File: config.mk
export PLATFORM = sky130hd
export DESIGN_NAME = pixel_channel_run_length_encoder
export DESIGN_NICKNAME = d
export VERILOG_FILES = /design/src/pcrle_pkg.sv /design/src/pixel_channel_run_length_encoder.sv /design/src/pcrle_front.sv /design/src/pcrle_queue.sv /design/src/pcrle_back.sv
export SDC_FILE = /design/constraint.sdc
export NUM_CORES = 1
export LEC_CHECK = 0
export BUFFER_PORTS_ARGS = -buffer_cell sky130_fd_sc_hd__buf_2
export CAP_MARGIN = 20
export CORE_MARGIN = 2
export CORE_UTILIZATION = 36
export DETAILED_ROUTE_END_ITERATION = 6
export GPL_TIMING_DRIVEN = 0
export MAX_ROUTING_LAYER = met4
export PLACE_DENSITY = 0.58
export SLEW_MARGIN = 10
export SYNTH_ARGS = -nofsm -noshare
export SYNTH_HDL_FRONTEND = slang
export SYNTH_SLANG_ARGS = --single-unit
export TNS_END_PERCENT = 50
File: constraint.sdc
create_clock -name clk -period 5.95 [get_ports clk]
set_clock_uncertainty 0.2 [all_clocks]
set_input_delay 0.8925 -clock clk [delete_from_list [all_inputs] [get_ports clk]]
set_output_delay 0.8925 -clock clk [all_outputs]
set_load 0.03 [all_outputs]
File: src/pcrle_pkg.sv
`timescale 1ns / 1ps
// pcrle_pkg: shared widths, register indexes and types of the pixel channel
// run-length encoder. No dependencies.
package pcrle_pkg;

  localparam int CHAN_W     = 2;
  localparam int LIMIT_W    = 8;
  localparam int VAL_W      = 5;
  localparam int CNT_W      = 8;
  localparam int CODE_W     = 8;
  localparam int PIXEL_W    = 32;
  localparam int CFG_IDX_W  = 2;
  localparam int CFG_DATA_W = 8;

  localparam logic [CFG_IDX_W-1:0] REG_CHANNEL_SELECT = 2'd0;
  localparam logic [CFG_IDX_W-1:0] REG_RUN_LIMIT      = 2'd1;

  localparam logic [CHAN_W-1:0]  CHANNEL_RESET = 2'd0;
  localparam logic [LIMIT_W-1:0] LIMIT_RESET   = 8'd255;

  // runs of this length and longer take an escape byte plus a count byte
  localparam logic [CNT_W-1:0] ESCAPE_LEN  = 8'd7;
  localparam logic [2:0]       ESCAPE_CODE = 3'd7;

  localparam int QUEUE_DEPTH_DEF = 4;

  typedef struct packed {
    logic [VAL_W-1:0] val;
    logic [CNT_W-1:0] cnt;
  } run_desc_t;

  // one queue entry: up to two closed runs caused by one pixel
  // run_a: run closed by a value change or the limit
  // run_b: run flushed at end of frame
  typedef struct packed {
    logic      a_vld;
    run_desc_t run_a;
    logic      b_vld;
    run_desc_t run_b;
  } entry_t;

  typedef struct packed {
    logic empty;
    logic full;
  } queue_status_t;

endpackage

File: src/pixel_channel_run_length_encoder.sv
`timescale 1ns / 1ps
// pixel_channel_run_length_encoder: top level, joins front, entry queue and
// back. Uses pcrle_pkg, pcrle_front, pcrle_queue and pcrle_back.
//
// Run-length coder for one colour channel of a pixel stream. Each request
// carries a 32-bit pixel word; the byte picked by channel_select is cut to
// its top five bits and equal values are counted into runs, which close on
// a value change, on reaching run_limit, or at end of frame (the open run is
// then flushed and its last byte carries frame_done). A run of 1 to 6 gives
// one byte {value, count}; a longer one gives {value, 7} and a count byte.
// The front accepts one pixel every cycle and holds in_stall low while the
// entry queue (QUEUE_DEPTH entries, one per pixel that closes a run) has
// room. The back drains the queue at one code byte per cycle while out_stall
// is low, into an output register, so a stream whose code averages at most
// one byte per pixel runs at one pixel per cycle; a pixel can cause up to
// four bytes, and the queue absorbs bursts of those before in_stall rises.
// Configuration is written through cfg_we / cfg_index / cfg_data; the user
// must write it only while the block is idle, the block does not enforce it.
module pixel_channel_run_length_encoder #(
  parameter int QUEUE_DEPTH = pcrle_pkg::QUEUE_DEPTH_DEF
) (
  input  logic                              clk,
  input  logic                              rst_n,
  // configuration write port
  input  logic                              cfg_we,
  input  logic [pcrle_pkg::CFG_IDX_W-1:0]   cfg_index,
  input  logic [pcrle_pkg::CFG_DATA_W-1:0]  cfg_data,
  // pixel requests
  input  logic                              in_valid,
  output logic                              in_stall,
  input  logic [pcrle_pkg::PIXEL_W-1:0]     in_pixel_word,
  input  logic                              in_end_of_frame,
  // code byte requests
  output logic                              out_valid,
  input  logic                              out_stall,
  output logic [pcrle_pkg::CODE_W-1:0]      out_code_byte,
  output logic                              out_last_of_item,
  output logic                              out_frame_done
);

  logic                     accept;
  logic                     push;
  logic                     pop;
  pcrle_pkg::entry_t        push_entry;
  pcrle_pkg::entry_t        head;
  pcrle_pkg::queue_status_t status;

  // stall only when the queue could not take this pixel's entry
  assign in_stall = status.full;
  assign accept   = in_valid && !in_stall;

  pcrle_front u_front (
    .clk          (clk),
    .rst_n        (rst_n),
    .cfg_we       (cfg_we),
    .cfg_index    (cfg_index),
    .cfg_data     (cfg_data),
    .accept       (accept),
    .pixel_word   (in_pixel_word),
    .end_of_frame (in_end_of_frame),
    .push         (push),
    .entry        (push_entry)
  );

  // entries hold closed runs; pixels that only extend a run push nothing
  pcrle_queue #(
    .DEPTH (QUEUE_DEPTH)
  ) u_queue (
    .clk        (clk),
    .rst_n      (rst_n),
    .push       (push),
    .push_entry (push_entry),
    .pop        (pop),
    .head       (head),
    .status     (status)
  );

  pcrle_back u_back (
    .clk              (clk),
    .rst_n            (rst_n),
    .head             (head),
    .status           (status),
    .pop              (pop),
    .out_valid        (out_valid),
    .out_stall        (out_stall),
    .out_code_byte    (out_code_byte),
    .out_last_of_item (out_last_of_item),
    .out_frame_done   (out_frame_done)
  );

  // the frame's final byte always closes the code of its pixel
  a_done_is_last: assert property (@(posedge clk) disable iff (!rst_n)
    out_valid && out_frame_done |-> out_last_of_item)
    else $error("frame_done without last_of_item");

  // an end-of-frame pixel always leaves a flush entry
  a_eof_pushes: assert property (@(posedge clk) disable iff (!rst_n)
    accept && in_end_of_frame |-> push)
    else $error("end of frame pixel pushed no entry");

  // no pop from an empty queue
  a_no_underflow: assert property (@(posedge clk) disable iff (!rst_n)
    pop |-> !status.empty)
    else $error("queue underflow");

  // no push into a full queue
  a_no_overflow: assert property (@(posedge clk) disable iff (!rst_n)
    push |-> !status.full)
    else $error("queue overflow");

endmodule

File: src/pcrle_front.sv
`timescale 1ns / 1ps
// pcrle_front: configuration registers, channel pick and run tracking;
// turns each pixel into a queue entry of closed runs. Uses pcrle_pkg.
module pcrle_front (
  input  logic                                clk,
  input  logic                                rst_n,
  input  logic                                cfg_we,
  input  logic [pcrle_pkg::CFG_IDX_W-1:0]     cfg_index,
  input  logic [pcrle_pkg::CFG_DATA_W-1:0]    cfg_data,
  input  logic                                accept,
  input  logic [pcrle_pkg::PIXEL_W-1:0]       pixel_word,
  input  logic                                end_of_frame,
  output logic                                push,
  output pcrle_pkg::entry_t                   entry
);

  logic [pcrle_pkg::CHAN_W-1:0]  chan_sel_r;
  logic [pcrle_pkg::LIMIT_W-1:0] run_limit_r;
  logic [pcrle_pkg::VAL_W-1:0]   run_value_r, run_value_nxt;
  logic [pcrle_pkg::CNT_W-1:0]   run_count_r, run_count_nxt;
  logic                          started_r, started_nxt;

  logic [pcrle_pkg::VAL_W-1:0]   pix_val;
  logic                          extend;
  logic                          close_a;
  logic [pcrle_pkg::VAL_W-1:0]   open_val;
  logic [pcrle_pkg::CNT_W-1:0]   open_cnt;

  // top five bits of the chosen byte
  always_comb begin
    case (chan_sel_r)
      2'd0:    pix_val = pixel_word[7:3];
      2'd1:    pix_val = pixel_word[15:11];
      2'd2:    pix_val = pixel_word[23:19];
      default: pix_val = pixel_word[31:27];
    endcase
  end

  always_comb begin
    extend  = (pix_val == run_value_r) && (run_count_r < run_limit_r);
    close_a = started_r && !extend;
    open_val = pix_val;
    if (started_r && extend) begin
      open_cnt = run_count_r + 8'd1;
    end else begin
      open_cnt = 8'd1;
    end

    entry.a_vld     = close_a;
    entry.run_a.val = run_value_r;
    entry.run_a.cnt = run_count_r;
    entry.b_vld     = end_of_frame;
    entry.run_b.val = open_val;
    entry.run_b.cnt = open_cnt;
    push = accept && (close_a || end_of_frame);

    run_value_nxt = run_value_r;
    run_count_nxt = run_count_r;
    started_nxt   = started_r;
    if (accept) begin
      if (end_of_frame) begin
        run_value_nxt = '0;
        run_count_nxt = '0;
        started_nxt   = 1'b0;
      end else begin
        run_value_nxt = open_val;
        run_count_nxt = open_cnt;
        started_nxt   = 1'b1;
      end
    end
  end

  always_ff @(posedge clk) begin
    if (!rst_n) begin
      chan_sel_r  <= pcrle_pkg::CHANNEL_RESET;
      run_limit_r <= pcrle_pkg::LIMIT_RESET;
      run_value_r <= '0;
      run_count_r <= '0;
      started_r   <= 1'b0;
    end else begin
      run_value_r <= run_value_nxt;
      run_count_r <= run_count_nxt;
      started_r   <= started_nxt;
      if (cfg_we && (cfg_index == pcrle_pkg::REG_CHANNEL_SELECT)) begin
        chan_sel_r <= cfg_data[pcrle_pkg::CHAN_W-1:0];
      end
      if (cfg_we && (cfg_index == pcrle_pkg::REG_RUN_LIMIT)) begin
        run_limit_r <= cfg_data[pcrle_pkg::LIMIT_W-1:0];
      end
    end
  end

endmodule

File: src/pcrle_queue.sv
`timescale 1ns / 1ps
// pcrle_queue: small flip-flop queue of run entries between front and back.
// Uses pcrle_pkg.
module pcrle_queue #(
  parameter int DEPTH = pcrle_pkg::QUEUE_DEPTH_DEF
) (
  input  logic                     clk,
  input  logic                     rst_n,
  input  logic                     push,
  input  pcrle_pkg::entry_t        push_entry,
  input  logic                     pop,
  output pcrle_pkg::entry_t        head,
  output pcrle_pkg::queue_status_t status
);

  localparam int PTR_W = (DEPTH > 1) ? $clog2(DEPTH) : 1;
  localparam int CNT_W = $clog2(DEPTH + 1);
  localparam logic [PTR_W-1:0] LAST_PTR = PTR_W'(DEPTH - 1);
  localparam logic [CNT_W-1:0] FULL_CNT = CNT_W'(DEPTH);

  pcrle_pkg::entry_t slot_r [DEPTH];
  logic [PTR_W-1:0] wr_ptr_r, wr_ptr_nxt;
  logic [PTR_W-1:0] rd_ptr_r, rd_ptr_nxt;
  logic [CNT_W-1:0] count_r, count_nxt;

  always_comb begin
    wr_ptr_nxt = wr_ptr_r;
    rd_ptr_nxt = rd_ptr_r;
    count_nxt  = count_r;
    if (push) begin
      wr_ptr_nxt = (wr_ptr_r == LAST_PTR) ? '0 : wr_ptr_r + 1'b1;
    end
    if (pop) begin
      rd_ptr_nxt = (rd_ptr_r == LAST_PTR) ? '0 : rd_ptr_r + 1'b1;
    end
    if (push && !pop) begin
      count_nxt = count_r + 1'b1;
    end else if (pop && !push) begin
      count_nxt = count_r - 1'b1;
    end
    head         = slot_r[rd_ptr_r];
    status.empty = (count_r == '0);
    status.full  = (count_r == FULL_CNT);
  end

  always_ff @(posedge clk) begin
    if (push) begin
      slot_r[wr_ptr_r] <= push_entry;
    end
  end

  always_ff @(posedge clk) begin
    if (!rst_n) begin
      wr_ptr_r <= '0;
      rd_ptr_r <= '0;
      count_r  <= '0;
    end else begin
      wr_ptr_r <= wr_ptr_nxt;
      rd_ptr_r <= rd_ptr_nxt;
      count_r  <= count_nxt;
    end
  end

endmodule

File: src/pcrle_back.sv
`timescale 1ns / 1ps
// pcrle_back: expands queue entries into code bytes, one per cycle while
// out_stall is low, into the output register. Uses pcrle_pkg.
module pcrle_back (
  input  logic                               clk,
  input  logic                               rst_n,
  input  pcrle_pkg::entry_t                  head,
  input  pcrle_pkg::queue_status_t           status,
  output logic                               pop,
  output logic                               out_valid,
  input  logic                               out_stall,
  output logic [pcrle_pkg::CODE_W-1:0]       out_code_byte,
  output logic                               out_last_of_item,
  output logic                               out_frame_done
);

  logic seg_r, seg_nxt;   // 0: run_a, 1: run_b
  logic sub_r, sub_nxt;   // 0: first byte, 1: count byte
  logic out_valid_r, out_valid_nxt;
  logic [pcrle_pkg::CODE_W-1:0] code_r;
  logic last_r, done_r;

  logic                 load, emit, cur_seg, escape, run_end, entry_end;
  pcrle_pkg::run_desc_t cur;
  logic [pcrle_pkg::CODE_W-1:0] code_cur;

  always_comb begin
    load    = !out_valid_r || !out_stall;
    emit    = load && !status.empty;
    cur_seg = seg_r || !head.a_vld;
    cur     = cur_seg ? head.run_b : head.run_a;
    escape  = (cur.cnt >= pcrle_pkg::ESCAPE_LEN);
    if (sub_r) begin
      code_cur = cur.cnt;
    end else if (escape) begin
      code_cur = {cur.val, pcrle_pkg::ESCAPE_CODE};
    end else begin
      code_cur = {cur.val, cur.cnt[2:0]};
    end
    run_end   = sub_r || !escape;
    entry_end = run_end && (cur_seg || !head.b_vld);
    pop       = emit && entry_end;

    seg_nxt = seg_r;
    sub_nxt = sub_r;
    if (emit) begin
      if (entry_end) begin
        seg_nxt = 1'b0;
        sub_nxt = 1'b0;
      end else if (run_end) begin
        seg_nxt = 1'b1;
        sub_nxt = 1'b0;
      end else begin
        sub_nxt = 1'b1;
      end
    end
    out_valid_nxt = load ? emit : out_valid_r;
  end

  always_ff @(posedge clk) begin
    if (emit) begin
      code_r <= code_cur;
      last_r <= entry_end;
      done_r <= entry_end && cur_seg;
    end
  end

  always_ff @(posedge clk) begin
    if (!rst_n) begin
      seg_r       <= 1'b0;
      sub_r       <= 1'b0;
      out_valid_r <= 1'b0;
    end else begin
      seg_r       <= seg_nxt;
      sub_r       <= sub_nxt;
      out_valid_r <= out_valid_nxt;
    end
  end

  assign out_valid        = out_valid_r;
  assign out_code_byte    = code_r;
  assign out_last_of_item = last_r;
  assign out_frame_done   = done_r;

endmodule

==> reports/results.tsv, run 1 <==
stage	metric	value	unit
layout	final std cell area, no fill	7870	um^2
layout	Final #Nets	564	
pwr	PD cells	397	nW/um^2
pwr	Worst VDD drop	248	uV
sta	RSZ-0062 raised after global routing	no	
synth	Mapped Nets	499	
route	WL/cell	18.8	um
floorplan	Initial Util	0.365	
synth	gate count of the mapped netlist	436	
route	Post-Route WL	14000	um
placed_design	input/output buffers	46	
synth	Distinct cells, synth	50	
cts	total CTS buffers	17	
setup_path	Worst R2R End	u_queue.count_r[2]	
synth	asr flop ratio synth	0	
placed_design	Final GP Congestion	0.766	
cts	post-CTS sizing	0	
cts	clock root buffer master	clkbuf_16	
route	DR iter-0 viols	197	
synth	Ys Warns	0	
synth	ys flop type	edfxtp_1	
global_route	first-pass GRT wire length	21900	um
setup_path	Worst setup SP type	flop	
sta	worst-margin pin slew	0.907	ns
pwr	P_leak	2.69	nW
cts	hold-fix buffers at CTS	0	
sta	smallest hold slack	0.271	ns
setup_path	reg2reg path depth	13	
layout	area delta synth->final	16.1	%
layout	most common cell after layout, fill and taps aside	edfxtp_1	
sta	final setup TNS	0	ns
global_route	GRT Util Overall	0.155	
cts	post-CTS setup buffer count	0	
pwr	total power	3.12	mW
route	Avg Vias per Cell	5.23	
synth	FF+latch count, synth	158	
placed_design	Placed Area	7310	um^2
sta	final hold violation count	0	
setup_path	critical path type	reg -> reg	
cts	Clock Latency Late Sink	0.43	ns
floorplan	die area	19900	um^2
route	DR pass1 iterations	5	
synth	synthesized area per cell	15.5	um^2
synth	Synth Cell Area	6780	um^2
layout	register area	4380	um^2
global_route	total gr overflow	0	
floorplan	Die W	141	um
sta	Final period util	0.665	
cts	Max H-tree Level	4	
setup_path	required time worst endpoint	6.09	ns
cts	clk sinks	158	
floorplan	core area	18600	um^2
route	DRC	0	
placed_design	HPWL Detailed	9600	um
global_route	antenna violations before repair	0	
layout	share of cells above drive strength 1	0.263	
route	Detail Route Antenna Nets	0	
sta	max-slew violations	0	
setup_path	Worst Setup End Kind	flop	
sta	Slew HR	0.395	
cts	Clock Pin Slew Worst Setup and Hold Paths	0.06	ns
route	via count	3909	
worst_hold_path	class of the tightest hold or removal check	reg -> reg	
setup_path	FF-to-FF setup slack	1.99	ns
layout	area taken by multi-input logic gates	2250	um^2
floorplan	overall die height	141	um
sta	Max Freq	0.253	GHz
global_route	largest net degree at the start of global routing	29	
sta	minimum clock period	3.96	ns
synth	Post-synth EDFFs	122	
cts	CTS max path bufs	2	
setup_path	CP Data Arrival Time	4.10	ns
layout	most frequent cells in the layout	edfxtp_1, buf_2, dfxtp_1, mux4_2, nand2_1	
layout	fillers	1653	
sta	final setup fails	0	
setup_path	Worst Setup EP	u_queue.count_r[2]	
run_status	status	completed	
flow_run	Max Cap Viol	0	
global_route	vias in the first global route	3984	
layout	antenna cells	0	
floorplan	Std-Cell Rows	50	
setup_path	CP max FO	10	
synth	Seq/Total Area, Yosys	0.647	
floorplan	# IOs	60	
cts	CTS tree	built	
state kept, by name (all words and copies together) (netlist names), named ones only:
signal / flops
u_front.chan_sel_r: 2
u_back.out_frame_done: 1
u_front.run_value_r: 5
u_queue.rd_ptr_r: 2
u_back.sub_r: 1
u_back.out_code_byte: 8
u_back.out_last_of_item: 1
u_front.run_count_r: 8
u_front.run_limit_r: 8
u_back.out_valid: 1
u_front.started_r: 1
u_queue.wr_ptr_r: 2
u_queue.slot_r: 112
u_back.seg_r: 1
u_queue.count_r: 3
power by group:
part           internal (mW)  total [mW]  switching (mW)
Clock                  0.580        1.03           0.449
Sequential              1.33        1.38          0.0491
Combinational          0.283       0.718           0.435
layout make-up:
class,count,area share
buffer,21,0.0129
tap,234,0.0372
clock buffer,17,0.0541
timing repair buffer,46,0.0293
clock inverter,15,0.0170
multi-input combinational,243,0.286
inverter,14,0.00668
sequential,158,0.557
cell usage after synthesis, types with 2 or more instances:
library cell | number | area [um^2]
nor2_1 | 13 | 48.8
ha_1 | 14 | 175
a21boi_1 | 4 | 30.0
a211oi_1 | 7 | 52.6
nor3_1 | 3 | 15.0
xnor2_2 | 2 | 32.5
buf_6 | 2 | 22.5
a21boi_2 | 3 | 33.8
inv_1 | 14 | 52.6
a21oi_1 | 12 | 60.1
or3_1 | 7 | 43.8
nand2b_1 | 8 | 50.1
mux2i_1 | 19 | 190
o21ai_0 | 3 | 15.0
o211ai_1 | 9 | 67.6
clkbuf_1 | 12 | 45.0
buf_2 | 6 | 30.0
mux2_2 | 3 | 33.8
nand3_1 | 5 | 25.0
xor2_1 | 2 | 17.5
nand4_1 | 2 | 12.5
or2_2 | 3 | 18.8
dfxtp_1 | 36 | 721
a21boi_0 | 2 | 15.0
nor3b_1 | 2 | 15.0
o21ai_1 | 2 | 10.0
nand2_1 | 30 | 113
a211o_1 | 8 | 70.1
or2_1 | 2 | 12.5
edfxtp_1 | 122 | 3660
mux4_2 | 31 | 698
and3_1 | 2 | 12.5
xnor2_1 | 3 | 26.3
nor2b_1 | 18 | 113
a22oi_1 | 5 | 37.5
and2_1 | 6 | 37.5
cell families (layout without fill, tap and decap cells):
group,after synthesis,in the layout,synth area share
AO/OA/AOI/OAI,60,60,0.0657
adder cells (fa/ha/maj),15,15,0.0288
XOR/XNOR,7,7,0.0113
buffers and inverters,35,113,0.0227
AND/OR/NAND/NOR,108,108,0.0883
multiplexers,53,53,0.136
flip-flops,158,158,0.647
metrics by stage:
| stage | setup slack (ns) | utilization | cells |
|---|---|---|---|
| floorplan | 2.26 | - | 436 |
| finish | 1.99 | 0.423 | 748 |
| global route | 1.77 | 0.423 | 748 |
| global placement | 1.54 | 0.393 | 716 |
| CTS | 1.94 | 0.423 | 748 |
| detailed placement | 1.74 | 0.393 | 716 |
worst max-delay path: stages (launching register included):
cell	delay [ns]
dfxtp_1	0.36
buf_1	0.61
mux4_2	0.36
nor2_1	0.05
mux2_2	0.27
a41oi_2	0.44
nor3b_2	0.17
inv_1	0.09
ha_1	0.18
inv_1	0.07
fa_1	0.38
xor2_1	0.18
or3_1	0.30
a21boi_0	0.21
metal layers:
metal,track usage,wire [um]
met2,0.233,6600
met1,0.201,6310
met4,0.0600,296
met3,0.0425,850
met5,-,0
worst min-delay path by stage:
stage,end,from,cells after the start,slack [ns]
2_1_floorplan,u_back.seg_r,u_back.seg_r,2,0.23
6_report,u_back.seg_r,u_back.seg_r,2,0.27
4_1_cts,u_back.seg_r,u_back.seg_r,2,0.27
3_5_place_dp,u_back.seg_r,u_back.seg_r,2,0.26
5_1_grt,u_back.seg_r,u_back.seg_r,2,0.30
3_3_place_gp,u_back.seg_r,u_back.seg_r,2,0.26
Note: power is estimated with default switching activity, not from simulation.
==> inputs of run 2 (changes only) <==
--- a/config.mk
+++ b/config.mk
@@ -12,7 +12,7 @@
 export DETAILED_ROUTE_END_ITERATION = 6
 export GPL_TIMING_DRIVEN = 0
 export MAX_ROUTING_LAYER = met4
-export PLACE_DENSITY = 0.58
+export PLACE_DENSITY = 0.6
 export SLEW_MARGIN = 10
 export SYNTH_ARGS = -nofsm -noshare
 export SYNTH_HDL_FRONTEND = slang
==> constraint.sdc (replaced) <==
create_clock -name clk -period 3.34 [get_ports clk]
set_clock_uncertainty 0.2 [all_clocks]
set_input_delay 0.501 -clock clk [delete_from_list [all_inputs] [get_ports clk]]
set_output_delay 0.501 -clock clk [all_outputs]
set_load 0.03 [all_outputs]
==> reports/results.tsv, run 2 (synthesis gave the netlist of run 1 again) <==
stage	metric	value	unit	change
pwr	PD cells	732	nW/um^2	+84%
cts	hold-fix buffers at CTS	0		unchanged
setup_path	required time worst endpoint	3.50	ns	-2.59 ns
cts	CTS max path bufs	2		unchanged
floorplan	overall die height	141	um	unchanged
flow_run	Max Cap Viol	0		unchanged
layout	Largest register FFs	112		unchanged
global_route	vias in the first global route	4066		+2.1%
route	DRC	0		unchanged
setup_path	Critical-path top delay cell	dfxtp_4		
route	via count	3916		+0.18%
worst_hold_path	hold_sp	cfg_data[7]		
cts	Clock Latency Late Sink	0.42	ns	about the same
layout	most frequent cells in the layout	edfxtp_1, buf_2, mux4_2, nand2_1, dfxtp_1		
global_route	largest net degree at the start of global routing	29		unchanged
global_route	antenna violations before repair	0		unchanged
cts	CTS tree	built		
sta	Slew HR	0.431		+0.0358
floorplan	die area	19900	um^2	unchanged
setup_path	Worst setup SP type	flop		
route	Detail Route Antenna Nets	0		unchanged
route	DR pass1 iterations	4		-1
placed_design	HPWL Detailed	9540	um	-0.63%
worst_hold_path	WHS Endpoint	u_front.run_limit_r[7]		
worst_hold_path	Min-Delay Path Depth	3		+1
global_route	GRT Util Overall	0.155		+0.000441
global_route	first-pass GRT wire length	22300	um	+1.7%
route	Avg Vias per Cell	5.12		-2.0%
sta	Max Freq	0.307	GHz	+22%
pwr	total power	6.05	mW	+94%
global_route	total gr overflow	0		unchanged
floorplan	Std-Cell Rows	50		unchanged
route	Post-Route WL	14200	um	+1.0%
pwr	Worst VDD drop	506	uV	+100%
placed_design	Final GP Congestion	0.762		-0.50%
setup_path	Critical Path, Cell by Cell	buf_12 > or2_4 > o22ai_4 > mux2_4 > a41oi_4 > nor3b_4 > inv_2 > ha_2 > inv_1 > fa_2 > xor2_1 > or3_1 > a21boi_1		
cts	clock root buffer master	clkbuf_16		
floorplan	# IOs	60		unchanged
route	DR iter-0 viols	202		+2.5%
sta	smallest hold slack	0.104	ns	-0.167 ns
layout	antenna cells	0		unchanged
setup_path	Worst Setup End Kind	flop		
layout	Final #Nets	581		+3.0%
layout	fin util	0.445		+0.0211
layout	most common cell after layout, fill and taps aside	edfxtp_1		
layout	area delta synth->final	21.9	%	
cts	Clock Pin Slew Worst Setup and Hold Paths	0.06	ns	about the same
cts	total CTS buffers	17		unchanged
route	WL/cell	18.6	um	-1.2%
floorplan	core area	18600	um^2	unchanged
sta	final hold violation count	0		unchanged
floorplan	Die W	141	um	unchanged
setup_path	Worst R2R End	u_queue.count_r[2]		
pwr	P_leak	2.88	nW	+6.9%
setup_path	critical path type	reg -> reg		
layout	Reg with most FFs	u_queue.slot_r		
layout	fillers	1616		-2.2%
setup_path	FF-to-FF setup slack	0.08	ns	-1.91 ns
cts	Max H-tree Level	4		unchanged
sta	max-slew violations	0		unchanged
layout	Final Instance Count excl. Fillers	765		+2.3%
run_status	status	completed		
sta	worst-margin pin slew	0.853	ns	-0.0537 ns
layout	share of cells above drive strength 1	0.326		+0.0632
cts	clk sinks	158		unchanged
setup_path	CP max FO	10		unchanged
floorplan	Initial Util	0.365		unchanged
sta	Final period util	0.975		+0.310
worst_hold_path	class of the tightest hold or removal check	in -> reg		
sta	final setup fails	0		unchanged
setup_path	CP Data Arrival Time	3.42	ns	-0.68 ns
sta	minimum clock period	3.26	ns	-0.701 ns
placed_design	Placed Cells	716		unchanged
placed_design	input/output buffers	46		unchanged
setup_path	slowest stage delay, CP	0.36	ns	-0.25 ns
setup_path	reg2reg path depth	13		unchanged
run 2: changes by cell type in the layout (fill, tap and decap cells not counted), sizes merged:
cell      delta
clkinvlp     -1
bufinv       +2
clkinv       -4
inv          -5
clkbuf       +8
buf         +17
run 2: stage by stage:
| stage | cell area [um^2] | setup TNS (ns) | worst slack [ns] |
|---|---|---|---|
| final | 8260 | 0 | 0.0820 |
| after global routing | 8260 | -0.0479 | -0.0282 |
| after CTS | 8180 | 0 | 0.0200 |
| after detailed placement | 7310 | -21.48 | -0.668 |
| after global placement | 7300 | -75.54 | -0.675 |
| after floorplan | 6780 | 0 | 0.0418 |
run 2: critical path, delay by kind of cell, from the launching register on:
family          cells  cell delay, ns
flops               1            0.36
simple gates        3            0.65
buf+inv             3            0.27
fa+ha+maj           2            0.50
xor+xnor            1            0.18
compound gates      3            0.66
mux                 1            0.35
run 2: power breakdown:
group | switching (mW) | leakage, nW | total, mW | internal [mW]
registers | 0.0965 | 1.43 | 2.47 | 2.37
clock network | 0.743 | 0.330 | 2.14 | 1.39
logic | 0.818 | 1.11 | 1.44 | 0.626
total | 1.66 | 2.88 | 6.05 | 4.39
run 2: worst max path at each step:
| stage | from | endpoint | slack, ns | depth (start not counted) |
|---|---|---|---|---|
| after CTS | u_front.chan_sel_r[0] | u_queue.count_r[2] | 0.02 | 14 |
| after global routing | flop | u_queue.count_r[2] | -0.03 | 13 |
| after global placement | in_pixel_word[31] | u_queue.slot_r[2][15] | -0.68 | 9 |
| after detailed placement | flop | u_queue.count_r[2] | -0.67 | 13 |
| after floorplan | in_pixel_word[27] | u_queue.count_r[2] | 0.04 | 12 |
| final | flop | u_queue.count_r[2] | 0.08 | 13 |
run 2: final cells by class:
type	count	area, um^2	share of cell area
flip-flops and latches	158	4400	0.533
clock buffers	25	561	0.0679
repair buffers	63	370	0.0448
well taps	234	293	0.0354
plain buffers	21	151	0.0183
clock inverters	7	114	0.0138
multi-input cells	243	2320	0.281
inverters	14	52.6	0.00636
run 2: what timing repair did:
action / in CTS / in global routing
pin swaps: 5 / 9
hold endpoints to repair: 0 / 0
resized for setup: 25 / 18
setup buffers: 13 / 4
setup endpoints to repair: 118 / 2
run 2: routing by layer:
metal / vias to the layer above / GRT usage / routed length, um
li1: 1839 / - / -
met1: 1939 / 0.190 / 6350
met2: 116 / 0.246 / 6810
met3: 22 / 0.0397 / 755
met4: 0 / 0.0637 / 279
met5: - / - / 0
==> inputs of run 3 (changes only) <==
--- a/config.mk
+++ b/config.mk
@@ -7,6 +7,7 @@
 export LEC_CHECK = 0
 export BUFFER_PORTS_ARGS = -buffer_cell sky130_fd_sc_hd__buf_2
 export CAP_MARGIN = 20
+export CORE_ASPECT_RATIO = 0.75
 export CORE_MARGIN = 2
 export CORE_UTILIZATION = 36
 export DETAILED_ROUTE_END_ITERATION = 6
==> reports/results.tsv, run 3 (synthesis gave the netlist of run 1 again) <==
stage	metric	value	unit	change
run_status	status	completed		
global_route	first-pass GRT wire length	22000	um	-1.4%
route	DRC	0		unchanged
route	DR top layer	met4		
pwr	total power	5.98	mW	-1.1%
sta	final setup fails	0		unchanged
route	Post-Route WL	14400	um	+1.2%
global_route	largest net degree at the start of global routing	29		unchanged
sta	max-slew violations	0		unchanged
global_route	antenna violations before repair	0		unchanged
route	Avg Vias per Cell	5.08		-0.72%
global_route	total gr overflow	0		unchanged
flow_run	Max Cap Viol	0		unchanged
pwr	P_leak	2.85	nW	-1.0%
worst_hold_path	class of the tightest hold or removal check	in -> reg		
sta	Setup WS post-layout	0.141	ns	+0.0587 ns
layout	most common cell after layout, fill and taps aside	edfxtp_1		
pwr	Worst VDD drop	373	uV	-26%
sta	final hold violation count	0		unchanged
floorplan	overall die height	123	um	-13%
global_route	vias in the first global route	3926		-3.4%
sta	Final period util	0.958		-0.0176
layout	antenna cells	0		unchanged
cts	hold-fix buffers at CTS	0		unchanged
placed_design	input/output buffers	46		unchanged
cts	clk sinks	158		unchanged
cts	Clock Pin Slew Worst Setup and Hold Paths	0.06	ns	about the same
floorplan	die area	19900	um^2	about the same
sta	minimum clock period	3.20	ns	-0.0587 ns
floorplan	Initial Util	0.367		+0.00250
setup_path	Worst setup SP type	flop		
sta	Max Freq	0.313	GHz	+1.8%
setup_path	critical path type	reg -> reg		
cts	Max H-tree Level	4		unchanged
cts	clock root buffer master	clkbuf_16		
layout	Final #Nets	582		+0.17%
floorplan	Std-Cell Rows	43		-14%
floorplan	core area	18500	um^2	-0.68%
placed_design	Placed Cells	729		+1.8%
sta	smallest hold slack	0.113	ns	+0.00894 ns
setup_path	CP max FO	10		unchanged
layout	share of cells above drive strength 1	0.325		-0.000612
sta	worst-margin pin slew	0.880	ns	+0.0263 ns
layout	most frequent cells in the layout	edfxtp_1, buf_2, mux4_2, nand2_1, dfxtp_1		
cts	CTS max path bufs	2		unchanged
cts	Clock Latency Late Sink	0.42	ns	about the same
pwr	PD cells	726	nW/um^2	-0.80%
layout	final std cell area, no fill	8240	um^2	-0.29%
floorplan	Die W	162	um	+15%
layout	Largest register FFs	112		unchanged
layout	Final Instance Count excl. Fillers	779		+1.8%
setup_path	required time worst endpoint	3.50	ns	about the same
route	M1 wire length	6910	um	+8.7%
placed_design	HPWL Detailed	9780	um	+2.6%
setup_path	CP Data Arrival Time	3.36	ns	-0.06 ns
setup_path	Worst Setup End Kind	flop		
route	WL met2	6310	um	-7.3%
floorplan	# IOs	60		unchanged
route	DR WL met3	952	um	+26%
route	DR iter-0 viols	229		+13%
cts	CTS tree	built		
placed_design	dpl ws	-0.589	ns	+0.0790 ns
layout	Reg with most FFs	u_queue.slot_r		
route	DR pass1 iterations	4		unchanged
route	WL/cell	18.4	um	-0.66%
layout	area delta synth->final	21.6	%	
placed_design	Final GP Congestion	0.806		+5.7%
route	via count	3959		+1.1%
sta	Slew HR	0.413		-0.0175
global_route	GRT Util Overall	0.156		+0.000616
placed_design	Placed Area	7320	um^2	+0.22%
route	Detail Route Antenna Nets	0		unchanged
cts	total CTS buffers	17		unchanged
## run 3: layout make-up
| cell class | instances | area, um^2 |
|---|---|---|
| Timing Repair Buffer | 64 | 365 |
| Fill cell | 1617 | 10200 |
| Clock inverter | 15 | 208 |
| Multi-Input combinational cell | 243 | 2330 |
| Sequential cell | 158 | 4400 |
| Clock buffer | 17 | 425 |
| Tap cell | 247 | 309 |
| Buffer | 21 | 151 |
| Inverter | 14 | 52.6 |
## run 3: per-stage QoR
| stage | TNS (ns) | util |
|---|---|---|
| 2_1_floorplan | 0 | - |
| 3_3_place_gp | -72.21 | 0.396 |
| 3_5_place_dp | -15.63 | 0.397 |
| 4_1_cts | 0 | 0.441 |
| 5_1_grt | -0.0143 | 0.446 |
| 6_report | 0 | 0.446 |
## run 3: layer usage
metal / GRT usage / vias up
met1: 0.220 / 1965
met5: - / -
li1: - / 1851
met4: 0.0476 / 0
met3: 0.0304 / 15
met2: 0.230 / 128
## run 3: path summary, 6_finish.rpt
kind	startpoint	endpoint	slack (ns)	depth (start not counted)
worst max-delay path	flop	u_queue.count_r[2]	0.14	13
worst min-delay path	cfg_data[7]	u_front.run_limit_r[7]	0.11	3
worst max register to register	flop	u_queue.count_r[2]	0.14	13
worst min register to register	u_back.seg_r	u_back.seg_r	0.28	2
## run 3: critical path, stage by stage (launching register included)
cell	delay (ns)
dfxtp_2	0.35
buf_12	0.15
or2_1	0.25
o22ai_4	0.25
mux2_4	0.35
a41oi_4	0.26
nor3b_4	0.09
inv_2	0.09
ha_4	0.13
inv_1	0.04
fa_1	0.37
xor2_1	0.18
or3_1	0.30
a21boi_1	0.12
## run 3: report_power, final
part	leakage (nW)	switching, mW	internal, mW
sequential	1.43	0.0926	2.37
clock	0.299	0.788	1.26
combinational	1.12	0.834	0.637
total	2.85	1.71	4.27
## run 3: what timing repair did
item,in CTS,in global routing
gates resized for setup,24,17
buffers inserted,11,7
cloned,0,0
endpoints found under the setup margin,118,2
pin swaps,5,5
